<file path="src/sv/assert_macros.svh">
// Assertion helpers included by the tracker RTL.
`ifndef ASSERT_MACROS_SVH
`define ASSERT_MACROS_SVH

// Implication checked at every clock edge, skipped while reset is low.
`define ASSERT_CLK(label, clk, rst_n, prop, msg) \
    label: assert property (@(posedge clk) disable iff (!rst_n) prop) else $error(msg);

// Implication checked at every clock edge, reset included.
`define ASSERT_ALWAYS(label, clk, prop, msg) \
    label: assert property (@(posedge clk) prop) else $error(msg);

`endif

</file>
<file path="src/sv/pct_pkg.sv">
`timescale 1ns / 1ps
package pct_pkg;

    localparam int unsigned RSSI_W = 7;
    localparam int unsigned NODE_W = 16;
    localparam int unsigned TIME_W = 32;
    localparam int unsigned HIST_W = 3 * RSSI_W;
    localparam int unsigned MAX_RESULTS = 16;

    localparam logic [RSSI_W-1:0] RESET_THRESHOLD = 7'd62;
    localparam logic [7:0] RESET_MIN_CONTACT = 8'd11;
    localparam logic [7:0] RESET_ABSENT_LIMIT = 8'd26;
    localparam logic [7:0] RESET_SILENCE_LIMIT = 8'd30;

    // Register indexes on the configuration port.
    localparam logic [1:0] REG_THRESHOLD = 2'd0;
    localparam logic [1:0] REG_MIN_CONTACT = 2'd1;
    localparam logic [1:0] REG_ABSENT_LIMIT = 2'd2;
    localparam logic [1:0] REG_SILENCE_LIMIT = 2'd3;

    localparam logic CMD_PACKET = 1'b0;
    localparam logic CMD_SWEEP = 1'b1;
    localparam logic EVT_DETECT = 1'b0;
    localparam logic EVT_ABSENT = 1'b1;

    typedef enum logic [2:0] {
        ST_IDLE,
        ST_SCAN,
        ST_UPDATE,
        ST_EMIT,
        ST_WAIT
    } t_state;

    // One table slot as it circulates through the cell chain.
    typedef struct packed {
        logic              valid;
        logic [NODE_W-1:0] node;
        logic [TIME_W-1:0] start;
        logic [TIME_W-1:0] last_rx;
        logic [HIST_W-1:0] hist;
        logic [1:0]        count;
        logic              near;
        logic              reported;
    } t_slot;

    // Control from the sequencer to the chain.
    typedef struct packed {
        logic  shift;
        logic  load;
        t_slot load_slot;
    } t_chain_ctl;

    // Truncated average of the valid samples.
    function automatic logic [RSSI_W-1:0] avg_hist(input logic [HIST_W-1:0] h,
                                                  input logic [1:0] cnt);
        logic [RSSI_W+1:0] sum;
        logic [RSSI_W+1:0] q;
        logic [19:0]       prod;
        sum = {2'b00, h[RSSI_W-1:0]} + {2'b00, h[2*RSSI_W-1:RSSI_W]};
        q = '0;
        prod = '0;
        if (cnt <= 2'd1) begin
            q = {2'b00, h[RSSI_W-1:0]};
        end else if (cnt == 2'd2) begin
            q = sum >> 1;
        end else begin
            sum = sum + {2'b00, h[HIST_W-1:2*RSSI_W]};
            // Divide by three through a reciprocal: sum < 384.
            prod = {11'd0, sum} * 20'd683;
            q = prod[19:11];
        end
        return q[RSSI_W-1:0];
    endfunction

endpackage

</file>
<file path="src/sv/pct_cell.sv">
`timescale 1ns / 1ps
module pct_cell
    import pct_pkg::*;
(
    input  logic       i_clk,
    input  logic       i_rst_n,
    input  logic       i_shift,
    input  t_slot      i_prev,
    output t_slot      o_slot
);

    logic  r_valid;
    t_slot r_slot;

    // Valid bit is reset; the payload fields are written before use.
    always_ff @(posedge i_clk) begin
        if (!i_rst_n) begin
            r_valid <= 1'b0;
        end else if (i_shift) begin
            r_valid <= i_prev.valid;
        end
    end

    always_ff @(posedge i_clk) begin
        if (i_shift) begin
            r_slot <= i_prev;
        end
    end

    always_comb begin
        o_slot = r_slot;
        o_slot.valid = r_valid;
    end

endmodule

</file>
<file path="src/sv/pct_chain.sv">
`timescale 1ns / 1ps
module pct_chain
    import pct_pkg::*;
#(
    parameter int unsigned ENTRIES = 16
) (
    input  logic       i_clk,
    input  logic       i_rst_n,
    input  t_chain_ctl i_ctl,
    output t_slot      o_head
);

    t_slot w_slot [ENTRIES];

    // The chain rotates: the tail slot, or a rewritten one, re-enters cell 0.
    genvar g;
    generate
        for (g = 0; g < ENTRIES; g++) begin : g_cell
            t_slot w_in;
            if (g == 0) begin : g_first
                assign w_in = i_ctl.load ? i_ctl.load_slot : w_slot[ENTRIES-1];
            end else begin : g_rest
                assign w_in = w_slot[g-1];
            end
            pct_cell u_cell (
                .i_clk   (i_clk),
                .i_rst_n (i_rst_n),
                .i_shift (i_ctl.shift),
                .i_prev  (w_in),
                .o_slot  (w_slot[g])
            );
        end
    endgenerate

    assign o_head = w_slot[ENTRIES-1];

endmodule

</file>
<file path="src/sv/proximity_contact_tracker.sv">
`timescale 1ns / 1ps
// Proximity contact tracker.
// Input words (s_axis) are packets (cmd 0) or absence sweeps (cmd 1).
// Result words (m_axis) are DETECT or ABSENT events; tlast marks the
// final event caused by one input word. Items that cause no event give none.
// The neighbor table is a ring of ENTRIES cells. A packet rotates it once to
// locate its slot and a second time to rotate back and write the updated slot
// in place; a packet that finds no room rotates it only once. A sweep rotates
// the ring once; one event is held back so that tlast can go on the final
// one, and the rotation stalls while both the held event and the output word
// wait.
// A stalled receiver can hold the ring, and no input word is taken until
// every event of the current word has been delivered.
// Reset clears all valid bits and restores register defaults.
// Registers over APB: 0 threshold, 1 min contact, 2 absent limit,
// 3 silence limit, at byte addresses 0, 4, 8, 12.
module proximity_contact_tracker
    import pct_pkg::*;
#(
    parameter int unsigned ENTRIES = 16
) (
    input  logic        i_clk,
    input  logic        i_rst_n,
    input  logic        s_axis_tvalid,
    output logic        s_axis_tready,
    // tdata: [15:0] node_id, [47:16] now_seconds, [54:48] rssi_magnitude
    input  logic [55:0] s_axis_tdata,
    // tuser: [0] cmd
    input  logic        s_axis_tuser,
    output logic        m_axis_tvalid,
    input  logic        m_axis_tready,
    // tdata: [15:0] event_node, [47:16] event_time
    output logic [47:0] m_axis_tdata,
    // tuser: [0] event_kind
    output logic        m_axis_tuser,
    output logic        m_axis_tlast,
    input  logic        psel,
    input  logic        penable,
    input  logic        pwrite,
    input  logic [3:0]  paddr,
    input  logic [31:0] pwdata,
    output logic [31:0] prdata,
    output logic        pready
);

    localparam int unsigned IW = (ENTRIES > 1) ? $clog2(ENTRIES) : 1;
    localparam int unsigned CW = $clog2(ENTRIES + 1);
    localparam int unsigned RW = $clog2(MAX_RESULTS + 1);

    logic [RSSI_W-1:0] r_thr;
    logic [7:0] r_minc, r_absl, r_sil;
    logic w_wr;

    // Configuration registers.
    assign pready = 1'b1;
    assign w_wr = psel & penable & pwrite;
    always_ff @(posedge i_clk) begin
        if (!i_rst_n) begin
            r_thr <= RESET_THRESHOLD;
            r_minc <= RESET_MIN_CONTACT;
            r_absl <= RESET_ABSENT_LIMIT;
            r_sil <= RESET_SILENCE_LIMIT;
        end else if (w_wr && paddr[1:0] == 2'b00) begin
            case (paddr[3:2])
                REG_THRESHOLD: r_thr <= pwdata[RSSI_W-1:0];
                REG_MIN_CONTACT: r_minc <= pwdata[7:0];
                REG_ABSENT_LIMIT: r_absl <= pwdata[7:0];
                REG_SILENCE_LIMIT: r_sil <= pwdata[7:0];
                default: ;
            endcase
        end
    end

    always_comb begin
        prdata = '0;
        case (paddr[3:2])
            REG_THRESHOLD: prdata = {25'd0, r_thr};
            REG_MIN_CONTACT: prdata = {24'd0, r_minc};
            REG_ABSENT_LIMIT: prdata = {24'd0, r_absl};
            REG_SILENCE_LIMIT: prdata = {24'd0, r_sil};
            default: prdata = '0;
        endcase
    end

    t_state r_state, n_state;
    logic r_cmd, n_cmd;
    logic [NODE_W-1:0] r_id, n_id;
    logic [TIME_W-1:0] r_now, n_now;
    logic [RSSI_W-1:0] r_rssi, n_rssi;
    logic [CW-1:0] r_cnt, n_cnt;
    logic [IW-1:0] r_hit, n_hit, r_free, n_free;
    logic r_found, n_found, r_has_free, n_has_free;
    logic [RW-1:0] r_nres, n_nres;
    logic r_ovalid, n_ovalid;
    logic r_okind, n_okind, r_olast, n_olast;
    logic [NODE_W-1:0] r_onode, n_onode;
    logic [TIME_W-1:0] r_otime, n_otime;
    logic r_hvalid, n_hvalid;
    logic [NODE_W-1:0] r_hnode, n_hnode;
    logic [TIME_W-1:0] r_htime, n_htime;
    t_slot w_head;
    t_chain_ctl w_ctl;

    pct_chain #(.ENTRIES(ENTRIES)) u_chain (
        .i_clk   (i_clk),
        .i_rst_n (i_rst_n),
        .i_ctl   (w_ctl),
        .o_head  (w_head)
    );

    // Packet update of the head slot.
    t_slot w_upd;
    logic w_upd_evt, w_upd_kind;
    logic [TIME_W-1:0] w_age;
    logic [RSSI_W-1:0] w_avg;
    logic [TIME_W-1:0] w_silent;

    assign w_age = r_now - w_head.start;
    assign w_silent = r_now - w_head.last_rx;

    always_comb begin
        w_upd = w_head;
        w_upd_evt = 1'b0;
        w_upd_kind = EVT_DETECT;
        w_avg = '0;
        if (!r_found) begin
            w_upd.valid = 1'b1;
            w_upd.node = r_id;
            w_upd.start = r_now;
            w_upd.last_rx = r_now;
            w_upd.hist = {{(2*RSSI_W){1'b0}}, r_rssi};
            w_upd.count = 2'd1;
            w_upd.near = (r_rssi < r_thr);
            w_upd.reported = 1'b0;
        end else begin
            w_upd.last_rx = r_now;
            w_upd.hist = {w_head.hist[2*RSSI_W-1:0], r_rssi};
            if (w_head.count < 2'd3) begin
                w_upd.count = w_head.count + 2'd1;
            end
            w_avg = avg_hist(w_upd.hist, w_upd.count);
            if (w_avg < r_thr) begin
                if (w_head.near) begin
                    if (w_age > {24'd0, r_minc} && !w_head.reported) begin
                        w_upd.reported = 1'b1;
                        w_upd_evt = 1'b1;
                        w_upd_kind = EVT_DETECT;
                    end
                end else begin
                    w_upd.near = 1'b1;
                    w_upd.start = r_now;
                end
            end else begin
                if (!w_head.near) begin
                    if (w_age > {24'd0, r_absl} && w_head.reported) begin
                        w_upd_evt = 1'b1;
                        w_upd_kind = EVT_ABSENT;
                        w_upd.valid = 1'b0;
                    end
                end else begin
                    w_upd.start = r_now;
                    w_upd.near = 1'b0;
                end
            end
        end
    end

    logic [IW-1:0] w_pos;
    logic w_sweep_hit;
    assign w_pos = r_cnt[IW-1:0];
    assign w_sweep_hit = w_head.valid && w_head.reported &&
                         (w_silent > {24'd0, r_sil}) &&
                         (r_nres < RW'(MAX_RESULTS));

    // Sequencer: scan, rewrite, and sweep over the rotating ring.
    always_comb begin
        n_state = r_state;
        n_cmd = r_cmd;
        n_id = r_id;
        n_now = r_now;
        n_rssi = r_rssi;
        n_cnt = r_cnt;
        n_hit = r_hit;
        n_free = r_free;
        n_found = r_found;
        n_has_free = r_has_free;
        n_nres = r_nres;
        n_ovalid = r_ovalid;
        n_okind = r_okind;
        n_olast = r_olast;
        n_onode = r_onode;
        n_otime = r_otime;
        n_hvalid = r_hvalid;
        n_hnode = r_hnode;
        n_htime = r_htime;
        w_ctl = '0;
        w_ctl.load_slot = w_head;
        s_axis_tready = 1'b0;
        if (r_ovalid && m_axis_tready) begin
            n_ovalid = 1'b0;
        end
        case (r_state)
            ST_IDLE: begin
                s_axis_tready = !r_ovalid;
                if (s_axis_tvalid && !r_ovalid) begin
                    n_cmd = s_axis_tuser;
                    n_id = s_axis_tdata[15:0];
                    n_now = s_axis_tdata[47:16];
                    n_rssi = s_axis_tdata[54:48];
                    n_cnt = '0;
                    n_found = 1'b0;
                    n_has_free = 1'b0;
                    n_nres = '0;
                    n_hvalid = 1'b0;
                    n_state = ST_SCAN;
                end
            end
            ST_SCAN: begin
                // Head holds the slot that r_cnt names (positions count up).
                if (r_cmd == CMD_SWEEP) begin
                    if (w_sweep_hit) begin
                        // The held event goes out as a non-final word.
                        if (!r_hvalid || !r_ovalid || m_axis_tready) begin
                            w_ctl.shift = 1'b1;
                            w_ctl.load = 1'b1;
                            w_ctl.load_slot.valid = 1'b0;
                            if (r_hvalid) begin
                                n_ovalid = 1'b1;
                                n_okind = EVT_ABSENT;
                                n_onode = r_hnode;
                                n_otime = r_htime;
                                n_olast = 1'b0;
                            end
                            n_hvalid = 1'b1;
                            n_hnode = w_head.node;
                            n_htime = w_head.start;
                            n_nres = r_nres + 1'b1;
                            n_cnt = r_cnt + 1'b1;
                        end
                    end else begin
                        w_ctl.shift = 1'b1;
                        n_cnt = r_cnt + 1'b1;
                    end
                    if (n_cnt == CW'(ENTRIES)) begin
                        n_state = ST_WAIT;
                    end
                end else begin
                    w_ctl.shift = 1'b1;
                    n_cnt = r_cnt + 1'b1;
                    if (!r_found && w_head.valid && w_head.node == r_id) begin
                        n_found = 1'b1;
                        n_hit = w_pos;
                    end
                    if (!w_head.valid && !r_has_free) begin
                        n_has_free = 1'b1;
                        n_free = w_pos;
                    end
                    if (r_cnt == CW'(ENTRIES - 1)) begin
                        n_cnt = '0;
                        n_state = ST_UPDATE;
                        if (!n_found) begin
                            n_hit = n_free;
                            if (!n_has_free) begin
                                n_state = ST_IDLE;
                            end
                        end
                    end
                end
            end
            ST_UPDATE: begin
                // Rotate until the target reaches the head, then rewrite it.
                if (w_pos == r_hit && (!r_ovalid || m_axis_tready)) begin
                    w_ctl.shift = 1'b1;
                    w_ctl.load = 1'b1;
                    w_ctl.load_slot = w_upd;
                    n_cnt = r_cnt + 1'b1;
                    if (w_upd_evt) begin
                        n_ovalid = 1'b1;
                        n_okind = w_upd_kind;
                        n_onode = w_head.node;
                        n_otime = w_head.start;
                        n_olast = 1'b1;
                    end
                    n_state = (n_cnt == CW'(ENTRIES)) ? ST_IDLE : ST_EMIT;
                end else if (w_pos != r_hit) begin
                    w_ctl.shift = 1'b1;
                    n_cnt = r_cnt + 1'b1;
                end
            end
            ST_EMIT: begin
                // Finish the rotation so slot order is restored.
                w_ctl.shift = 1'b1;
                n_cnt = r_cnt + 1'b1;
                if (n_cnt == CW'(ENTRIES)) begin
                    n_state = ST_IDLE;
                end
            end
            ST_WAIT: begin
                // Send the held sweep event as the final word.
                if (!r_hvalid) begin
                    n_state = ST_IDLE;
                end else if (!r_ovalid || m_axis_tready) begin
                    n_ovalid = 1'b1;
                    n_okind = EVT_ABSENT;
                    n_onode = r_hnode;
                    n_otime = r_htime;
                    n_olast = 1'b1;
                    n_hvalid = 1'b0;
                    n_state = ST_IDLE;
                end
            end
            default: n_state = ST_IDLE;
        endcase
    end

    always_ff @(posedge i_clk) begin
        if (!i_rst_n) begin
            r_state <= ST_IDLE;
            r_ovalid <= 1'b0;
            r_nres <= '0;
            r_hvalid <= 1'b0;
        end else begin
            r_state <= n_state;
            r_ovalid <= n_ovalid;
            r_nres <= n_nres;
            r_hvalid <= n_hvalid;
        end
    end

    always_ff @(posedge i_clk) begin
        r_cmd <= n_cmd;
        r_id <= n_id;
        r_now <= n_now;
        r_rssi <= n_rssi;
        r_cnt <= n_cnt;
        r_hit <= n_hit;
        r_free <= n_free;
        r_found <= n_found;
        r_has_free <= n_has_free;
        r_okind <= n_okind;
        r_olast <= n_olast;
        r_onode <= n_onode;
        r_otime <= n_otime;
        r_hnode <= n_hnode;
        r_htime <= n_htime;
    end

    assign m_axis_tvalid = r_ovalid;
    assign m_axis_tdata = {r_otime, r_onode};
    assign m_axis_tuser = r_okind;
    assign m_axis_tlast = r_olast;

`include "assert_macros.svh"

    `ASSERT_CLK(a_no_take_busy, i_clk, i_rst_n,
        s_axis_tready |-> (r_state == ST_IDLE && !r_ovalid),
        "input taken while busy")
    `ASSERT_CLK(a_res_cap, i_clk, i_rst_n,
        r_nres <= RW'(MAX_RESULTS), "too many sweep results")
    `ASSERT_CLK(a_out_hold, i_clk, i_rst_n,
        (r_ovalid && !m_axis_tready) |=> (r_ovalid && $stable({m_axis_tlast, m_axis_tuser, m_axis_tdata})),
        "result changed while stalled")

endmodule
</file>
<file path="config.mk">
export PLATFORM = sky130hd
export DESIGN_NAME = proximity_contact_tracker
export DESIGN_NICKNAME = d
export VERILOG_FILES = /design/src/sv/pct_pkg.sv /design/src/sv/pct_cell.sv /design/src/sv/pct_chain.sv /design/src/sv/proximity_contact_tracker.sv
export VERILOG_INCLUDE_DIRS = /design/src /design/src/sv
export SDC_FILE = /design/constraint.sdc
export NUM_CORES = 2
export LEC_CHECK = 0
export BUFFER_PORTS_ARGS = -buffer_cell sky130_fd_sc_hd__buf_2
export CELL_PAD_IN_SITES_DETAIL_PLACEMENT = 1
export CELL_PAD_IN_SITES_GLOBAL_PLACEMENT = 1
export CORE_MARGIN = 4
export CORE_UTILIZATION = 58
export DETAILED_ROUTE_END_ITERATION = 7
export GPL_ROUTABILITY_DRIVEN = 1
export PLACE_DENSITY = 0.84
export SETUP_SLACK_MARGIN = 0.5
export SYNTH_ARGS = -nofsm -noshare
export SYNTH_HDL_FRONTEND = slang
export SYNTH_SLANG_ARGS = --single-unit
export TNS_END_PERCENT = 5
</file>
<file path="constraint.sdc">
create_clock -name i_clk -period 44.9 [get_ports i_clk]
set_input_delay 8.98 -clock i_clk [delete_from_list [all_inputs] [get_ports i_clk]]
set_output_delay 8.98 -clock i_clk [all_outputs]
set_load 0.01 [all_outputs]
</file>
# After elaboration in Yosys (flattened, before gate mapping)
# Cells that the tools add are included.
[op_classes]
addsub = 7
multipliers = 1
n_lt_le_gt_ge = 8
n_eq_ne = 29
mux = 131
bitwise = 3
n_reduce_logical = 41
[ops]
columns = ["operator", "n"]
rows = [
  ["$mux 32", 11],
  ["$mux 16", 9],
  ["$pmux 32 s4", 1],
  ["$mux 107", 1],
  ["$mux 106", 1],
  ["$mux 105", 1],
  ["$gt 32x8->1", 3],
  ["$pmux 32 s3", 1],
  ["$mux 89", 1],
  ["$sub 32x32->32", 2],
  ["$mux 5", 12],
  ["$mux 1", 58],
  ["$pmux 16 s3", 1],
  ["$mux 3", 10],
  ["$ne 2x2->1 const B", 11],
  ["$mux 7", 3],
  ["$pmux 5 s4", 1],
  ["$mul 9x10->18 const B", 1],
  ["$eq 16x16->1", 1],
  ["$mux 4", 4],
  ["$pmux 1 s3", 5],
  ["$pmux 3 s5", 1],
  ["$lt 7x7->1", 2],
  ["$logic_and 1x1->1", 12],
  ["36 further kinds", 67],
]
[word_totals]
ff_bits = 1906
output_inout_bits = 85
wordCells = 371

# Longest topological paths before layout
[depth]
depth_word = 13
mapped_depth = 39
depth_no_buf = 38

# Hierarchy
# Synthesis repeated with hierarchy kept, for this count alone.
[unflattened]
hier_cells = 3723
hier_area_um2 = 69399.1
[modules_own_cells]
columns = ["module", "n_inst", "cells_per_inst", "area_per_inst_um2"]
rows = [
  ["pct_cell", 16, 109, 3196.8],
  ["proximity_contact_tracker", 1, 1861, 16808.6],
  ["pct_chain", 1, 118, 1441.4],
]

# Worst setup path before layout
# OpenSTA, ideal clock, no wires.
[synth_timing]
path_kind = "input port to flip-flop"
startpoint = "in m_axis_tready"
endpoint = "reg u_chain.g_cell[0].u_cell.r_valid"
arrival_time_ns = 27.717
setup_slack_ns = 17.041
stages = 9
path_buffers = 0
path_cell_list = "nand2b_1 o21a_1 nor2_1 nor2_1 nand3_1 nor4_1 nor2_1 inv_2 a41o_1"
[synth_via]
word_cells_on_any_way = 13
[synth_rtl]
columns = ["element", "line", "text"]
rows = [
  ["from (decl)", "proximity_contact_tracker.sv:31", "input logic m_axis_tready,"],
  ["$logic_or 1x1->1", "proximity_contact_tracker.sv:223", "if (!r_hvalid || !r_ovalid || m_axis_tready) begin"],
  ["$mux 3", "proximity_contact_tracker.sv:223", ""],
  ["$mux 1", "proximity_contact_tracker.sv:221", "if (w_sweep_hit) begin"],
  ["$mux 1", "proximity_contact_tracker.sv:220", "if (r_cmd == CMD_SWEEP) begin"],
  ["$pmux 1 s3 (*)", "proximity_contact_tracker.sv:202", "case (r_state)"],
  ["via u_chain.g_cell[0].u_cell.i_shift", "pct_cell.sv:7", "input logic i_shift,"],
  ["to (signal assigned)", "pct_cell.sv:20", "r_valid <= i_prev.valid;"],
  ["to (decl)", "pct_cell.sv:12", "logic r_valid;"],
]
# Mark *: on every way through the listed nets, which the timed path passes. The rest lies on a longest branch.
# A chain may end at the register's enable or synchronous reset.

# Worst setup path in the final report
[layout_timing]
startpoint = "in paddr[2]"
endpoint = "out prdata[4]"
[layout_via]
elab_chain_len = 2
word_cells_on_any_way = 5
[layout_lines]
columns = ["element", "line", "text"]
rows = [
  ["from (decl)", "proximity_contact_tracker.sv:40", "input logic [3:0] paddr,"],
  ["$eq 2x2->1 (tied with other cells)", "proximity_contact_tracker.sv:76", "case (paddr[3:2])"],
  ["$pmux 32 s4 (*)", "proximity_contact_tracker.sv:76", ""],
  ["to (decl)", "proximity_contact_tracker.sv:42", "output logic [31:0] prdata,"],
]
# Mark *: on every way between the ends. The rest lies on a longest branch, timed or not. The select of a mux whose other input is x is not followed.

==> flow_summary.json <==
{
  "status": "completed",
  "vias_per_cell": 5.81,
  "ctsResizeCount": 0,
  "instances_no_fill": 5368,
  "grt-ovfl-total": 0,
  "worstHoldStart": "u_chain.g_cell[10].u_cell.o_slot[62]",
  "max-cap-violations": 0,
  "timing.fmax_mhz": 52.7,
  "finalSetupTns_ns": 0,
  "syn_inst": 3493,
  "syn_area_sq_mm": 0.0642,
  "area_delta_synth_final_pct": 12.2,
  "cts.htree.levels": 4,
  "worst_slew_pin_slew_ns": 1.17,
  "cp-end-kind": "output port",
  "drcViolationCount": 0,
  "hold_slack_ns": 0.409,
  "synth_top_area_frac": 0.812,
  "cts_setup_buffers": 0,
  "syn-mean-instance-area_sq_um": 18.4,
  "final_max_slew_viol_count": 0,
  "synth_top_cell_by_area": "edfxtp_1",
  "arrival_ns": 10.00,
  "cts_root_buf": "clkbuf_16",
  "place_inst": 5048,
  "ys_seq_area_frac": 0.830,
  "ant_nets": 0,
  "finalClockSkew_ns": 0.0325,
  "io_pins": 185,
  "dr.pass1.iters": 6,
  "initial_core_util": 0.587,
  "nFillCells": 9186,
  "gp_congestion": 0.832,
  "grt_pass1_vias": 33282,
  "synth_most_common_cell": "edfxtp_1",
  "num_vias": 31179,
  "rsz0062_at_grt": "no",
  "hold_viol": 0,
  "routedWlPerCell_microns": 26.0,
  "grt-busiest-layer": "met2",
  "cts_sinks": 1794,
  "crit_type": "in2out",
  "synth_area_leaders": "edfxtp_1 (81%), ha_1 (3.1%), dfxtp_1 (1.8%), nand2_1 (1.7%), o21ai_0 (1.2%)",
  "rr_startpoint": "r_rssi[1]",
  "cp-start-kind": "primary input",
  "post-route-util": 0.658,
  "critPathMaxFanout": 14,
  "min_period_ns": 18.98,
  "async_flop_share": 0,
  "cts_made_buffers": 170,
  "grt.total_usage": 0.243,
  "setup_violations": 0,
  "cts_tree": "built",
  "clk_pin_slew_ns": 0.06,
  "portBuffers": 134,
  "hold_path_class": "reg2reg",
  "ctsHoldBuffers": 0,
  "grt_max_degree": 216,
  "place_hpwl_mm": 85.5,
  "synth-warning-count": 0,
  "synth_common_cells": "edfxtp_1 (1737), nand2_1 (299), inv_1 (167)",
  "grt_pass1_wl_mm": 210,
  "cts_buffer_depth": 3,
  "synth_edf_count": 1737,
  "antenna_found_initial": 11,
  "met1_usage": 0.321,
  "rows": 121,
  "dieArea_sq_mm": 0.116,
  "die_height_microns": 341,
  "slew_headroom": 0.218,
  "first_iter_violations": 3040,
  "wirelength_mm": 139,
  "worstPathRequired_ns": 35.92,
  "drive_gt1_frac": 0.123,
  "nNetsFinal": 4024,
  "met2_usage": 0.412,
  "synth-seq-cells": 1794,
  "die_w_microns": 341,
  "cp-startpoint": "paddr[2]",
  "grt.met3_usage": 0.0421,
  "ys_types": 89,
  "coreArea_sq_mm": 0.109,
  "clk_latency_ns": 0.78,
  "ys.flop_type": "edfxtp_1",
  "period_share": 0.423
}
## cell usage in the layout, fill, tap and decap left out, types with 30 or more instances in the layout
cell / n
buf_4: 31
clkbuf_1: 30
inv_1: 167
clkinv_1: 37
o21ai_0: 154
buf_2: 134
clkbuf_16: 171
mux2i_1: 44
edfxtp_1: 1737
nand3_1: 39
dfxtp_1: 57
nor2_1: 117
nand2_1: 298
xnor2_1: 55
o211ai_1: 31
ha_1: 158
a21oi_1: 108
clkinv_2: 32
## metal layers
metal / vias to the layer above / share of wire
met4: 2 / 0.036
met1: 15855 / 0.40
met5: - / 0.000093
met2: 1235 / 0.51
li1: 13766 / -
met3: 321 / 0.060
## worst max-delay path, cell delays in order
cell and delay [ns]:
buf_2 0.30, mux4_2 0.57, buf_2 0.16
## path summary, 6_finish.rpt
check / to / slack (ns) / cells past startpoint
hold / removal: u_chain.g_cell[11].u_cell.o_slot[62] / 0.41 / 0
setup reg to reg: r_otime[24] / 34.09 / 37
setup / recovery: prdata[4] / 25.92 / 3
hold reg to reg: u_chain.g_cell[11].u_cell.o_slot[62] / 0.41 / 0
## sequential cells by signal, summed over array words and instances, names as in the netlist, 3 cells and up
name                           cells
r_htime                           32
r_free                             4
u_chain.g_cell.u_cell.o_slot    1568
r_minc                             8
r_nres                             5
r_now                             32
r_onode                           16
r_cnt                              5
r_sil                              8
r_hnode                           16
r_hit                              4
r_rssi                             7
r_id                              16
u_chain.g_cell.u_cell.r_valid     16
r_otime                           32
r_state                            3
r_absl                             8
r_thr                              7
## cell families after synthesis
kind of cell	synth area share
AO/OA/AOI/OAI	0.0463
flip-flops	0.830
XOR/XNOR	0.0105
other	0.000117
adder cells (fa/ha/maj)	0.0376
AND/OR/NAND/NOR	0.0438
multiplexers	0.0139
buffers and inverters	0.0182
## through the flow
step	setup WS (ns)	cell area, sq um
after floorplan	17.04	64300
after global routing	25.86	72000
after CTS	25.91	72000
final	25.92	72100
after global placement	25.91	66600
after detailed placement	25.91	66600
## layout make-up
class,count,area [sq um],share of cell area
Antenna cell,7,17.5,0.000243
Tap cell,1476,1850,0.0256
Sequential cell,1794,53300,0.740
Multi-Input combinational cell,1444,9930,0.138
Timing Repair Buffer,166,923,0.0128
Inverter,168,638,0.00886
Clock inverter,112,1010,0.0141
Clock buffer,201,4390,0.0609
Power is not shown: default switching activity piles up to over one toggle a cycle in this logic, so the estimate is an artifact.
